===== src/rtl/eed_pkg.sv =====
package eed_pkg;

  localparam int unsigned MaxRes  = 4;
  localparam int unsigned IdxW    = $clog2(MaxRes);
  localparam int unsigned CntW    = $clog2(MaxRes + 1);
  localparam int unsigned CfgIdxW = 2;

  localparam logic [1:0] MODE_CHAR = 2'd0;
  localparam logic [1:0] MODE_SEP  = 2'd1;
  localparam logic [1:0] MODE_EOL  = 2'd2;

  localparam logic [CfgIdxW-1:0] REG_INTERPRET = CfgIdxW'(0);
  localparam logic [CfgIdxW-1:0] REG_NEWLINE   = CfgIdxW'(1);

  localparam logic [7:0] CH_BSLASH = 8'h5c;
  localparam logic [7:0] CH_X      = 8'h78;
  localparam logic [7:0] CH_SPACE  = 8'h20;
  localparam logic [7:0] CH_CR     = 8'h0d;
  localparam logic [7:0] CH_LF     = 8'h0a;

  typedef enum logic [2:0] {
    PH_IDLE,
    PH_BSLASH,
    PH_HEX0,
    PH_HEX1,
    PH_OCT
  } phase_e;

  typedef struct packed {
    phase_e     phase;
    logic [7:0] accum;
    logic [1:0] digits;
    logic       stopped;
  } esc_state_t;

  typedef struct packed {
    logic [MaxRes-1:0][7:0] bytes;
    logic [CntW-1:0]        count;
  } res_t;

  typedef struct packed {
    logic interpret;
    logic newline;
  } cfg_t;

  function automatic res_t push(res_t r, logic [7:0] v);
    res_t o;
    o = r;
    if (r.count < CntW'(MaxRes)) begin
      o.bytes[r.count[IdxW-1:0]] = v;
      o.count = r.count + CntW'(1);
    end
    return o;
  endfunction

  function automatic esc_state_t clear_esc(esc_state_t s);
    esc_state_t o;
    o = s;
    o.phase  = PH_IDLE;
    o.accum  = 8'h00;
    o.digits = 2'd0;
    return o;
  endfunction

  // emits whatever a pending escape holds at a boundary
  function automatic res_t flush(esc_state_t s, res_t r);
    res_t o;
    o = r;
    unique case (s.phase)
      PH_BSLASH: o = push(o, CH_BSLASH);
      PH_HEX0: begin
        o = push(o, CH_BSLASH);
        o = push(o, CH_X);
      end
      PH_HEX1, PH_OCT: o = push(o, s.accum);
      default: o = r;
    endcase
    return o;
  endfunction

  // {valid, value}
  function automatic logic [4:0] hex_digit(logic [7:0] c);
    logic [4:0] h;
    h = 5'd0;
    if (c >= "0" && c <= "9") begin
      h = {1'b1, c[3:0]};
    end else if ((c >= "a" && c <= "f") || (c >= "A" && c <= "F")) begin
      h = {1'b1, c[3:0] + 4'd9};
    end
    return h;
  endfunction

endpackage


===== src/rtl/eed_if.sv =====
interface eed_in_if;
  logic       valid;
  logic       ready;
  logic [1:0] mode;
  logic [7:0] char_in;

  modport source(output valid, output mode, output char_in, input ready);
  modport sink(input valid, input mode, input char_in, output ready);
endinterface

interface eed_out_if;
  logic       valid;
  logic       ready;
  logic [7:0] char_out;
  logic       last_of_run;

  modport source(output valid, output char_out, output last_of_run, input ready);
  modport sink(input valid, input char_out, input last_of_run, output ready);
endinterface

interface eed_cfg_if;
  logic                        valid;
  logic                        ready;
  logic [eed_pkg::CfgIdxW-1:0] index;
  logic                        data;

  modport source(output valid, output index, output data, input ready);
  modport sink(input valid, input index, input data, output ready);
endinterface


===== src/rtl/eed_decode.sv =====
module eed_decode (
  input  logic            clk_i,
  input  logic            rst_ni,
  input  logic            adv_i,
  input  logic [1:0]      mode_i,
  input  logic [7:0]      char_i,
  input  eed_pkg::cfg_t   cfg_i,
  output eed_pkg::res_t   res_o
);

  eed_pkg::esc_state_t st_q, st_d;
  eed_pkg::res_t       r;
  logic [4:0]          hx;
  logic [7:0]          oct;
  logic [1:0]          nd;
  logic                is_oct;
  logic                pass_c;

  always_comb begin
    st_d   = st_q;
    r      = '0;
    pass_c = 1'b0;
    hx     = eed_pkg::hex_digit(char_i);
    oct    = {st_q.accum[4:0], char_i[2:0]};
    is_oct = (char_i >= "0") && (char_i <= "7");
    nd     = st_q.digits - 2'd1;

    if (mode_i == eed_pkg::MODE_CHAR) begin
      if (!st_q.stopped) begin
        if (!cfg_i.interpret) begin
          r    = eed_pkg::flush(st_q, r);
          st_d = eed_pkg::clear_esc(st_q);
          r    = eed_pkg::push(r, char_i);
        end else begin
          unique case (st_q.phase)
            eed_pkg::PH_BSLASH: begin
              st_d = eed_pkg::clear_esc(st_q);
              unique case (char_i)
                "a":       r = eed_pkg::push(r, 8'd7);
                "b":       r = eed_pkg::push(r, 8'd8);
                "f":       r = eed_pkg::push(r, 8'd12);
                "n":       r = eed_pkg::push(r, 8'd10);
                "r":       r = eed_pkg::push(r, 8'd13);
                "t":       r = eed_pkg::push(r, 8'd9);
                "v":       r = eed_pkg::push(r, 8'd11);
                "\\":      r = eed_pkg::push(r, eed_pkg::CH_BSLASH);
                "c":       st_d.stopped = 1'b1;
                "x":       st_d.phase = eed_pkg::PH_HEX0;
                "0": begin
                  st_d.phase  = eed_pkg::PH_OCT;
                  st_d.digits = 2'd3;
                end
                default: begin
                  if (char_i >= "1" && char_i <= "7") begin
                    st_d.phase  = eed_pkg::PH_OCT;
                    st_d.accum  = {5'd0, char_i[2:0]};
                    st_d.digits = 2'd2;
                  end else begin
                    r = eed_pkg::push(r, eed_pkg::CH_BSLASH);
                    r = eed_pkg::push(r, char_i);
                  end
                end
              endcase
            end
            eed_pkg::PH_HEX0: begin
              if (hx[4]) begin
                st_d.accum = {4'd0, hx[3:0]};
                st_d.phase = eed_pkg::PH_HEX1;
              end else begin
                r      = eed_pkg::push(r, eed_pkg::CH_BSLASH);
                r      = eed_pkg::push(r, eed_pkg::CH_X);
                st_d   = eed_pkg::clear_esc(st_q);
                pass_c = 1'b1;
              end
            end
            eed_pkg::PH_HEX1: begin
              st_d = eed_pkg::clear_esc(st_q);
              if (hx[4]) begin
                r = eed_pkg::push(r, {st_q.accum[3:0], hx[3:0]});
              end else begin
                r      = eed_pkg::push(r, st_q.accum);
                pass_c = 1'b1;
              end
            end
            eed_pkg::PH_OCT: begin
              if (is_oct && st_q.digits != 2'd0) begin
                if (nd == 2'd0) begin
                  r    = eed_pkg::push(r, oct);
                  st_d = eed_pkg::clear_esc(st_q);
                end else begin
                  st_d.accum  = oct;
                  st_d.digits = nd;
                end
              end else begin
                r      = eed_pkg::push(r, st_q.accum);
                st_d   = eed_pkg::clear_esc(st_q);
                pass_c = 1'b1;
              end
            end
            default: begin
              st_d   = eed_pkg::clear_esc(st_q);
              pass_c = 1'b1;
            end
          endcase

          // character handled as ordinary text, may open a new escape
          if (pass_c) begin
            if (char_i == eed_pkg::CH_BSLASH) begin
              st_d.phase = eed_pkg::PH_BSLASH;
            end else begin
              r = eed_pkg::push(r, char_i);
            end
          end
        end
      end
    end else if (mode_i == eed_pkg::MODE_SEP) begin
      if (!st_q.stopped) begin
        r    = eed_pkg::flush(st_q, r);
        st_d = eed_pkg::clear_esc(st_q);
        r    = eed_pkg::push(r, eed_pkg::CH_SPACE);
      end
    end else if (mode_i == eed_pkg::MODE_EOL) begin
      st_d = eed_pkg::clear_esc(st_q);
      if (st_q.stopped) begin
        st_d.stopped = 1'b0;
      end else begin
        r = eed_pkg::flush(st_q, r);
        if (cfg_i.newline) begin
          r = eed_pkg::push(r, eed_pkg::CH_CR);
          r = eed_pkg::push(r, eed_pkg::CH_LF);
        end
      end
    end
  end

  assign res_o = r;

  always_ff @(posedge clk_i or negedge rst_ni) begin
    if (!rst_ni) begin
      st_q.phase   <= eed_pkg::PH_IDLE;
      st_q.accum   <= 8'h00;
      st_q.digits  <= 2'd0;
      st_q.stopped <= 1'b0;
    end else if (adv_i) begin
      st_q <= st_d;
    end
  end

`ifndef NO_ASSERTIONS
  a_idle_clean: assert property (@(posedge clk_i) disable iff (!rst_ni)
    st_q.phase == eed_pkg::PH_IDLE |-> (st_q.accum == 8'h00 && st_q.digits == 2'd0))
    else $error("idle escape state holds a stale value");

  a_oct_digits: assert property (@(posedge clk_i) disable iff (!rst_ni)
    (st_q.digits != 2'd0) == (st_q.phase == eed_pkg::PH_OCT))
    else $error("octal digit budget out of step with phase");

  a_stopped_silent: assert property (@(posedge clk_i) disable iff (!rst_ni)
    (adv_i && st_q.stopped && mode_i != eed_pkg::MODE_EOL) |-> r.count == '0)
    else $error("output produced while stopped");

  a_unused_mode: assert property (@(posedge clk_i) disable iff (!rst_ni)
    (adv_i && mode_i != eed_pkg::MODE_CHAR && mode_i != eed_pkg::MODE_SEP &&
     mode_i != eed_pkg::MODE_EOL) |=> $stable(st_q))
    else $error("unused mode changed the escape state");
`endif

endmodule


===== src/rtl/eed_outbuf.sv =====
module eed_outbuf (
  input  logic              clk_i,
  input  logic              rst_ni,
  input  logic              load_i,
  input  eed_pkg::res_t     res_i,
  output logic              can_load_o,
  eed_out_if.source         out_o
);

  logic [eed_pkg::MaxRes-1:0][7:0] bytes_q;
  logic [eed_pkg::CntW-1:0]        rem_q;
  logic                            take;

  assign out_o.valid       = (rem_q != '0);
  assign out_o.char_out    = bytes_q[0];
  assign out_o.last_of_run = (rem_q == eed_pkg::CntW'(1));

  assign take       = out_o.valid && out_o.ready;
  assign can_load_o = (rem_q == '0) || (take && out_o.last_of_run);

  always_ff @(posedge clk_i or negedge rst_ni) begin
    if (!rst_ni) begin
      rem_q <= '0;
    end else if (load_i) begin
      rem_q <= res_i.count;
    end else if (take) begin
      rem_q <= rem_q - eed_pkg::CntW'(1);
    end
  end

  always_ff @(posedge clk_i) begin
    if (load_i) begin
      bytes_q <= res_i.bytes;
    end else if (take) begin
      bytes_q <= {8'h00, bytes_q[eed_pkg::MaxRes-1:1]};
    end
  end

`ifndef NO_ASSERTIONS
  a_rem_range: assert property (@(posedge clk_i) disable iff (!rst_ni)
    rem_q <= eed_pkg::CntW'(eed_pkg::MaxRes))
    else $error("result count exceeds buffer depth");
`endif

endmodule


===== src/rtl/echo_escape_decoder.sv =====
// echo_escape_decoder: streaming echo line decoder with backslash escapes
//
// in_i   : sink channel, one transaction per item (mode: character,
//          separator or end of line, plus the character byte)
// out_o  : source channel, one transaction per output byte; last_of_run
//          marks the final byte caused by an input item
// cfg_i  : register writes, always ready; index 0 switches escape
//          decoding, index 1 enables CR LF at end of line
//
// path: an item sits in the input register, then its bytes are decoded
// in one pass into the result buffer once that buffer can take them;
// the first byte, if any, is then valid on out_o from the result buffer
// throughput: one item per cycle while each item makes at most one byte
// and out_o is not stalled; an item making more bytes holds the result
// buffer until its last byte is taken, which is what sets the rate
// a stalled receiver holds the current byte and backs up into in_i
// reset clears the escape state, empties both stages and sets the
// registers to decoding off and newline on
module echo_escape_decoder (
  input  logic      clk_i,
  input  logic      rst_ni,
  eed_in_if.sink    in_i,
  eed_out_if.source out_o,
  eed_cfg_if.sink   cfg_i
);

  logic                in_vld_q;
  logic [1:0]          mode_q;
  logic [7:0]          char_q;
  logic                adv;
  logic                can_load;
  eed_pkg::cfg_t       cfg_q;
  eed_pkg::res_t       res;

  assign adv        = in_vld_q && can_load;
  assign in_i.ready = !in_vld_q || adv;
  assign cfg_i.ready = 1'b1;

  always_ff @(posedge clk_i or negedge rst_ni) begin
    if (!rst_ni) begin
      in_vld_q <= 1'b0;
    end else if (in_i.ready) begin
      in_vld_q <= in_i.valid;
    end
  end

  always_ff @(posedge clk_i) begin
    if (in_i.valid && in_i.ready) begin
      mode_q <= in_i.mode;
      char_q <= in_i.char_in;
    end
  end

  always_ff @(posedge clk_i or negedge rst_ni) begin
    if (!rst_ni) begin
      cfg_q.interpret <= 1'b0;
      cfg_q.newline   <= 1'b1;
    end else if (cfg_i.valid && cfg_i.ready) begin
      if (cfg_i.index == eed_pkg::REG_INTERPRET) begin
        cfg_q.interpret <= cfg_i.data;
      end else if (cfg_i.index == eed_pkg::REG_NEWLINE) begin
        cfg_q.newline <= cfg_i.data;
      end
    end
  end

  eed_decode u_decode (
    .clk_i  (clk_i),
    .rst_ni (rst_ni),
    .adv_i  (adv),
    .mode_i (mode_q),
    .char_i (char_q),
    .cfg_i  (cfg_q),
    .res_o  (res)
  );

  eed_outbuf u_outbuf (
    .clk_i      (clk_i),
    .rst_ni     (rst_ni),
    .load_i     (adv),
    .res_i      (res),
    .can_load_o (can_load),
    .out_o      (out_o)
  );

endmodule


===== src/flat_wrapper.sv =====
// flat-port wrapper written by rule: the top's interface ports become plain ports
module echo_escape_decoder_flat 
  (clk_i, rst_ni, in_i_valid, in_i_mode, in_i_char_in, in_i_ready, out_o_valid, out_o_char_out, out_o_last_of_run, out_o_ready, cfg_i_valid, cfg_i_index, cfg_i_data, cfg_i_ready);
  eed_in_if in_i_i ();
  eed_out_if out_o_i ();
  eed_cfg_if cfg_i_i ();
  input  logic clk_i;
  input  logic rst_ni;
  input wire logic [$bits(in_i_i.valid)-1:0] in_i_valid;
  input wire logic [$bits(in_i_i.mode)-1:0] in_i_mode;
  input wire logic [$bits(in_i_i.char_in)-1:0] in_i_char_in;
  output wire logic [$bits(in_i_i.ready)-1:0] in_i_ready;
  output wire logic [$bits(out_o_i.valid)-1:0] out_o_valid;
  output wire logic [$bits(out_o_i.char_out)-1:0] out_o_char_out;
  output wire logic [$bits(out_o_i.last_of_run)-1:0] out_o_last_of_run;
  input wire logic [$bits(out_o_i.ready)-1:0] out_o_ready;
  input wire logic [$bits(cfg_i_i.valid)-1:0] cfg_i_valid;
  input wire logic [$bits(cfg_i_i.index)-1:0] cfg_i_index;
  input wire logic [$bits(cfg_i_i.data)-1:0] cfg_i_data;
  output wire logic [$bits(cfg_i_i.ready)-1:0] cfg_i_ready;
  assign in_i_i.valid = in_i_valid;
  assign in_i_i.mode = in_i_mode;
  assign in_i_i.char_in = in_i_char_in;
  assign in_i_ready = in_i_i.ready;
  assign out_o_valid = out_o_i.valid;
  assign out_o_char_out = out_o_i.char_out;
  assign out_o_last_of_run = out_o_i.last_of_run;
  assign out_o_i.ready = out_o_ready;
  assign cfg_i_i.valid = cfg_i_valid;
  assign cfg_i_i.index = cfg_i_index;
  assign cfg_i_i.data = cfg_i_data;
  assign cfg_i_ready = cfg_i_i.ready;
  echo_escape_decoder u_core (.clk_i(clk_i), .rst_ni(rst_ni), .in_i(in_i_i), .out_o(out_o_i), .cfg_i(cfg_i_i));
endmodule

===== config.mk =====
export PLATFORM = sky130hd
export DESIGN_NAME = echo_escape_decoder_flat
export DESIGN_NICKNAME = d
export VERILOG_FILES = /design/src/rtl/eed_pkg.sv /design/src/rtl/eed_if.sv /design/src/rtl/eed_decode.sv /design/src/rtl/eed_outbuf.sv /design/src/rtl/echo_escape_decoder.sv /design/src/flat_wrapper.sv
export SDC_FILE = /design/constraint.sdc
export NUM_CORES = 1
export LEC_CHECK = 0
export BUFFER_PORTS_ARGS = -buffer_cell sky130_fd_sc_hd__buf_2
export CORE_AREA = 5 5 108 100
export DETAILED_ROUTE_END_ITERATION = 6
export DIE_AREA = 0 0 113 105
export GPL_TIMING_DRIVEN = 0
export PLACE_DENSITY = 0.7
export SYNTH_ARGS = -nofsm -noshare
export SYNTH_HDL_FRONTEND = slang
export SYNTH_HIERARCHICAL = 1
export SYNTH_SLANG_ARGS = --single-unit

===== constraint.sdc =====
create_clock -name clk_i -period 4.37 [get_ports clk_i]
set_clock_uncertainty 0.15 [all_clocks]
set_input_delay 0.2185 -clock clk_i [delete_from_list [all_inputs] [get_ports clk_i]]
set_output_delay 0.2185 -clock clk_i [all_outputs]
set_load 0.005 [all_outputs]

==> run_results.csv <==
group,metric,value,unit
run_status,outcome,"complete, but fails checks",
run_status,violations,"DRC",
drt,dr_total_vias,4702,
yosys,synth-edff-count,42,
sta,fin_ws,0.04175,ns
placed_design,portBuffers,28,
floorplan,rows,34,
min_path,min_from,"cfg_i_index[1]",
global_routing,grt_use_total,25.39,%
floorplan,io_pins,30,
cells_and_area,utilization,59.54,%
clock_tree,clk_latency,0.34,ns
critical_path,cp_max_fo,10,
power,irDropWorstVdd,0.4233,mV
cells_and_area,final_area,0.005648,mm²
floorplan,coreArea,0.009487,mm²
yosys,synthArstFlopShare,32.26,%
yosys,synth_cell_types,75,
clock_tree,cts_htree_levels,3,
floorplan,start_util,51.94,%
sta,slew_violations,0,
yosys,syn-cell-area,0.004927,mm²
min_path,holdPathStages,3,
yosys,syn_inst,543,
critical_path,r2r_start,"u_core/char_q[0]$_DFFE_PP_",
placed_design,dp_slack,-0.5014,ns
min_path,holdPathEnd,"u_core/cfg_q[1]$_DFFE_PN0P_",
drt,antenna_left,0,
power,leakagePower,2.201,nW
cells_and_area,layout-drive-gt1-share,20.13,%
critical_path,reg2reg_depth,16,
min_path,hp-class,"input port to flop",
flow_run,drv_cap,0,
placed_design,place_hpwl,10680,µm
yosys,ys_ff_latch,62,
critical_path,crit_type,"flop to flop",
cells_and_area,syn_to_final_growth,14.63,%
sta,tightest_slew,1.193,ns
drt,drcViolationCount,2,
cells_and_area,num_antenna_cells,0,
critical_path,r2r_slack,0.04,ns
yosys,synth_seq_area_share,35.78,%
cells_and_area,num-nets-final,636,
clock_tree,cts-root-buf,"clkbuf_8",
floorplan,fp.dieH,105,µm
placed_design,gp_congestion,0.9791,
global_routing,grt_max_degree,33,
floorplan,die-area,0.01187,mm²
power,p_per_area,491.7,mW/mm²
placed_design,dpl_cell_area,0.005225,mm²
drt,wl_per_cell,20.65,µm
yosys,synth_top_flop_cell,"edfxtp_1",
sta,hold_violations,0,
sta,setup_viol,0,
yosys,synth_warnings,6,
clock_tree,clock_sinks,62,
clock_tree,clockBufferDepth,2,
global_routing,antenna_found_initial,0,
global_routing,grt_pass1_vias,4403,
cells_and_area,fillers,852,
yosys,syn_avg_cell_area,9.074,µm²
critical_path,critPathLaunchType,"flop",
drt,drt_iter0_drc,627,
critical_path,arrival,4.27,ns
clock_tree,clk_pin_slew_worst_paths,0.07,ns
yosys,synth_nets,583,
critical_path,reg2reg_to,"u_core/u_outbuf/out_o.char_out[3]$_DFFE_PP_",
sta,period_share,99.04,%
clock_tree,cts_tree,"yes",
sta,maxSlewHeadroom,19.85,%
sta,fmax,0.2310,GHz
clock_tree,numCtsBuffers,9,
drt,drt_wl_total,15010,µm
drt,viasPerCell,6.468,
floorplan,die_w,113,µm
power,finalPower,2.777,mW
critical_path,end_kind,"flop",
critical_path,required,4.31,ns
sta,period_minus_slack,4.328,ns
global_routing,grt_overflow,0,
global_routing,grt_pass1_wl,23920,µm
sta,timing.hold.ws,0.1229,ns
drt,firstDrtPassIters,7,
[metal layers]
metal,up-vias,GRT usage (%),part of all wire [%]
li1,2133,-,-
met1,2186,35.72,42
met2,336,38.49,44
met3,47,6.012,11
met4,0,8.326,2.7
met5,-,0,0
[area by class of cell]
| type | count | area [µm²] | share of cell area, % |
|---|---|---|---|
| Multi-Input combinational cell | 423 | 2938 | 52.02 |
| Sequential cell | 62 | 1763 | 31.21 |
| Timing Repair Buffer | 42 | 277.8 | 4.918 |
| Buffer | 42 | 222.7 | 3.943 |
| Tap cell | 126 | 157.7 | 2.791 |
| Clock buffer | 11 | 131.4 | 2.326 |
| Clock inverter | 5 | 97.59 | 1.728 |
| Inverter | 16 | 60.06 | 1.063 |
[critical path, stage by stage (launching register included)]
cell	delay, ns
edfxtp_1	0.46
clkbuf_4	0.25
inv_1	0.20
ha_2	0.30
nor3b_4	0.29
o21ai_0	0.23
a21oi_1	0.25
nand2_1	0.13
o21ai_2	0.13
inv_2	0.14
ha_1	0.23
nand3b_1	0.11
a211oi_2	0.11
nand2b_1	0.24
nor4_2	0.38
o22ai_1	0.18
mux2_2	0.29
[cell usage after synthesis, drive strengths merged, types with 4 or more instances]
master / n / area, µm²
a211oi: 5 / 37.54
a21o: 8 / 67.56
a21oi: 41 / 205.2
a221o: 7 / 70.07
a221oi: 5 / 43.79
a22o: 12 / 105.1
a31oi: 7 / 43.79
a32o: 5 / 50.05
and2: 15 / 93.84
and3: 8 / 50.05
buf: 19 / 128.9
clkbuf: 23 / 88.84
dfrtp: 19 / 475.5
edfxtp: 42 / 1261
ha: 22 / 275.3
inv: 14 / 52.55
mux2: 28 / 319.1
nand2: 58 / 220.2
nand2b: 15 / 93.84
nand3: 15 / 75.07
nand3b: 7 / 52.55
nand4: 4 / 25.02
nor2: 37 / 141.4
nor2b: 9 / 56.30
nor3: 8 / 45.04
nor3b: 5 / 52.55
o211ai: 6 / 45.04
o21ai: 36 / 180.2
o22ai: 5 / 37.53
o31ai: 5 / 37.54
[how the worst max path moves through the flow]
stage                                          start                                           to  slack, ns  cells past startpoint
after floorplan           u_core/char_q[0]$_DFFE_PP_  u_core/u_outbuf/out_o.char_out[3]$_DFFE_PP_       0.68                     16
after global placement    u_core/char_q[0]$_DFFE_PP_  u_core/u_outbuf/out_o.char_out[2]$_DFFE_PP_      -0.50                     15
after detailed placement  u_core/char_q[0]$_DFFE_PP_  u_core/u_outbuf/out_o.char_out[2]$_DFFE_PP_      -0.50                     15
after CTS                 u_core/char_q[0]$_DFFE_PP_  u_core/u_outbuf/out_o.char_out[3]$_DFFE_PP_       0.01                     16
after global routing      u_core/char_q[1]$_DFFE_PP_  u_core/u_outbuf/out_o.char_out[2]$_DFFE_PP_      -0.01                     15
final                     u_core/char_q[0]$_DFFE_PP_  u_core/u_outbuf/out_o.char_out[3]$_DFFE_PP_       0.04                     16
[flip-flops by register name (all words and copies together), names as in the netlist]
signal                          cells
u_core/u_outbuf/bytes_q            24
u_core/u_decode/st_q                9
u_core/char_q                       8
u_core/u_outbuf/out_o.char_out      8
u_core/u_decode/oct                 5
u_core/u_outbuf/rem_q               3
u_core/cfg_q                        2
u_core/mode_q                       2
u_core/in_vld_q                     1
[cells in the final DEF, fill, tap and decap left out, drive strengths merged, types with 6 or more instances in the layout]
master       synthesis  layout
a21o                 8       8
a21oi               41      41
a221o                7       7
a22o                12      12
a31oi                7       7
and2                15      15
and3                 8       8
buf                 19      48
clkbuf              23      34
dfrtp               19      19
dlygate4sd3          0      13
edfxtp              42      42
ha                  22      22
inv                 14      14
mux2                28      28
nand2               58      58
nand2b              15      15
nand3               15      15
nand3b               7       7
nor2                37      37
nor2b                9       9
nor3                 8       8
o211ai               6       6
o21ai               36      36
[cell families (layout without fill, tap and decap cells)]
kind of cell	after synthesis	after routing	share of synthesized area, %
buffers and inverters	58	116	5.637
multiplexers	30	30	6.882
adder cells (fa/ha/maj)	22	22	5.587
XOR/XNOR	2	2	0.3556
other	1	1	0.07611
AO/OA/AOI/OAI	164	164	23.01
flip-flops	62	62	35.78
AND/OR/NAND/NOR	204	204	22.68
[power by group]
part	internal [mW]	switching (mW)	total [mW]
combinational	0.470	0.695	1.16
sequential	0.936	0.0776	1.01
clock	0.376	0.223	0.598
total	1.78	0.995	2.78
[timing repair]
action	4_1_cts	5_1_grt
setup buffers	0	1
endpoints found under the hold margin	32	0
setup endpoints to repair	9	8
resized for setup	6	8
pin swaps	0	1
hold buffers	13	0
[per-stage QoR]
| stage | cells | TNS (ns) |
|---|---|---|
| final | 727 | 0 |
| after global routing | 727 | -0.01891 |
| after CTS | 726 | 0 |
| after detailed placement | 697 | -2.648 |
| after global placement | 697 | -2.543 |
| after floorplan | 543 | 0 |
Note: power is estimated with default switching activity, not from simulation.
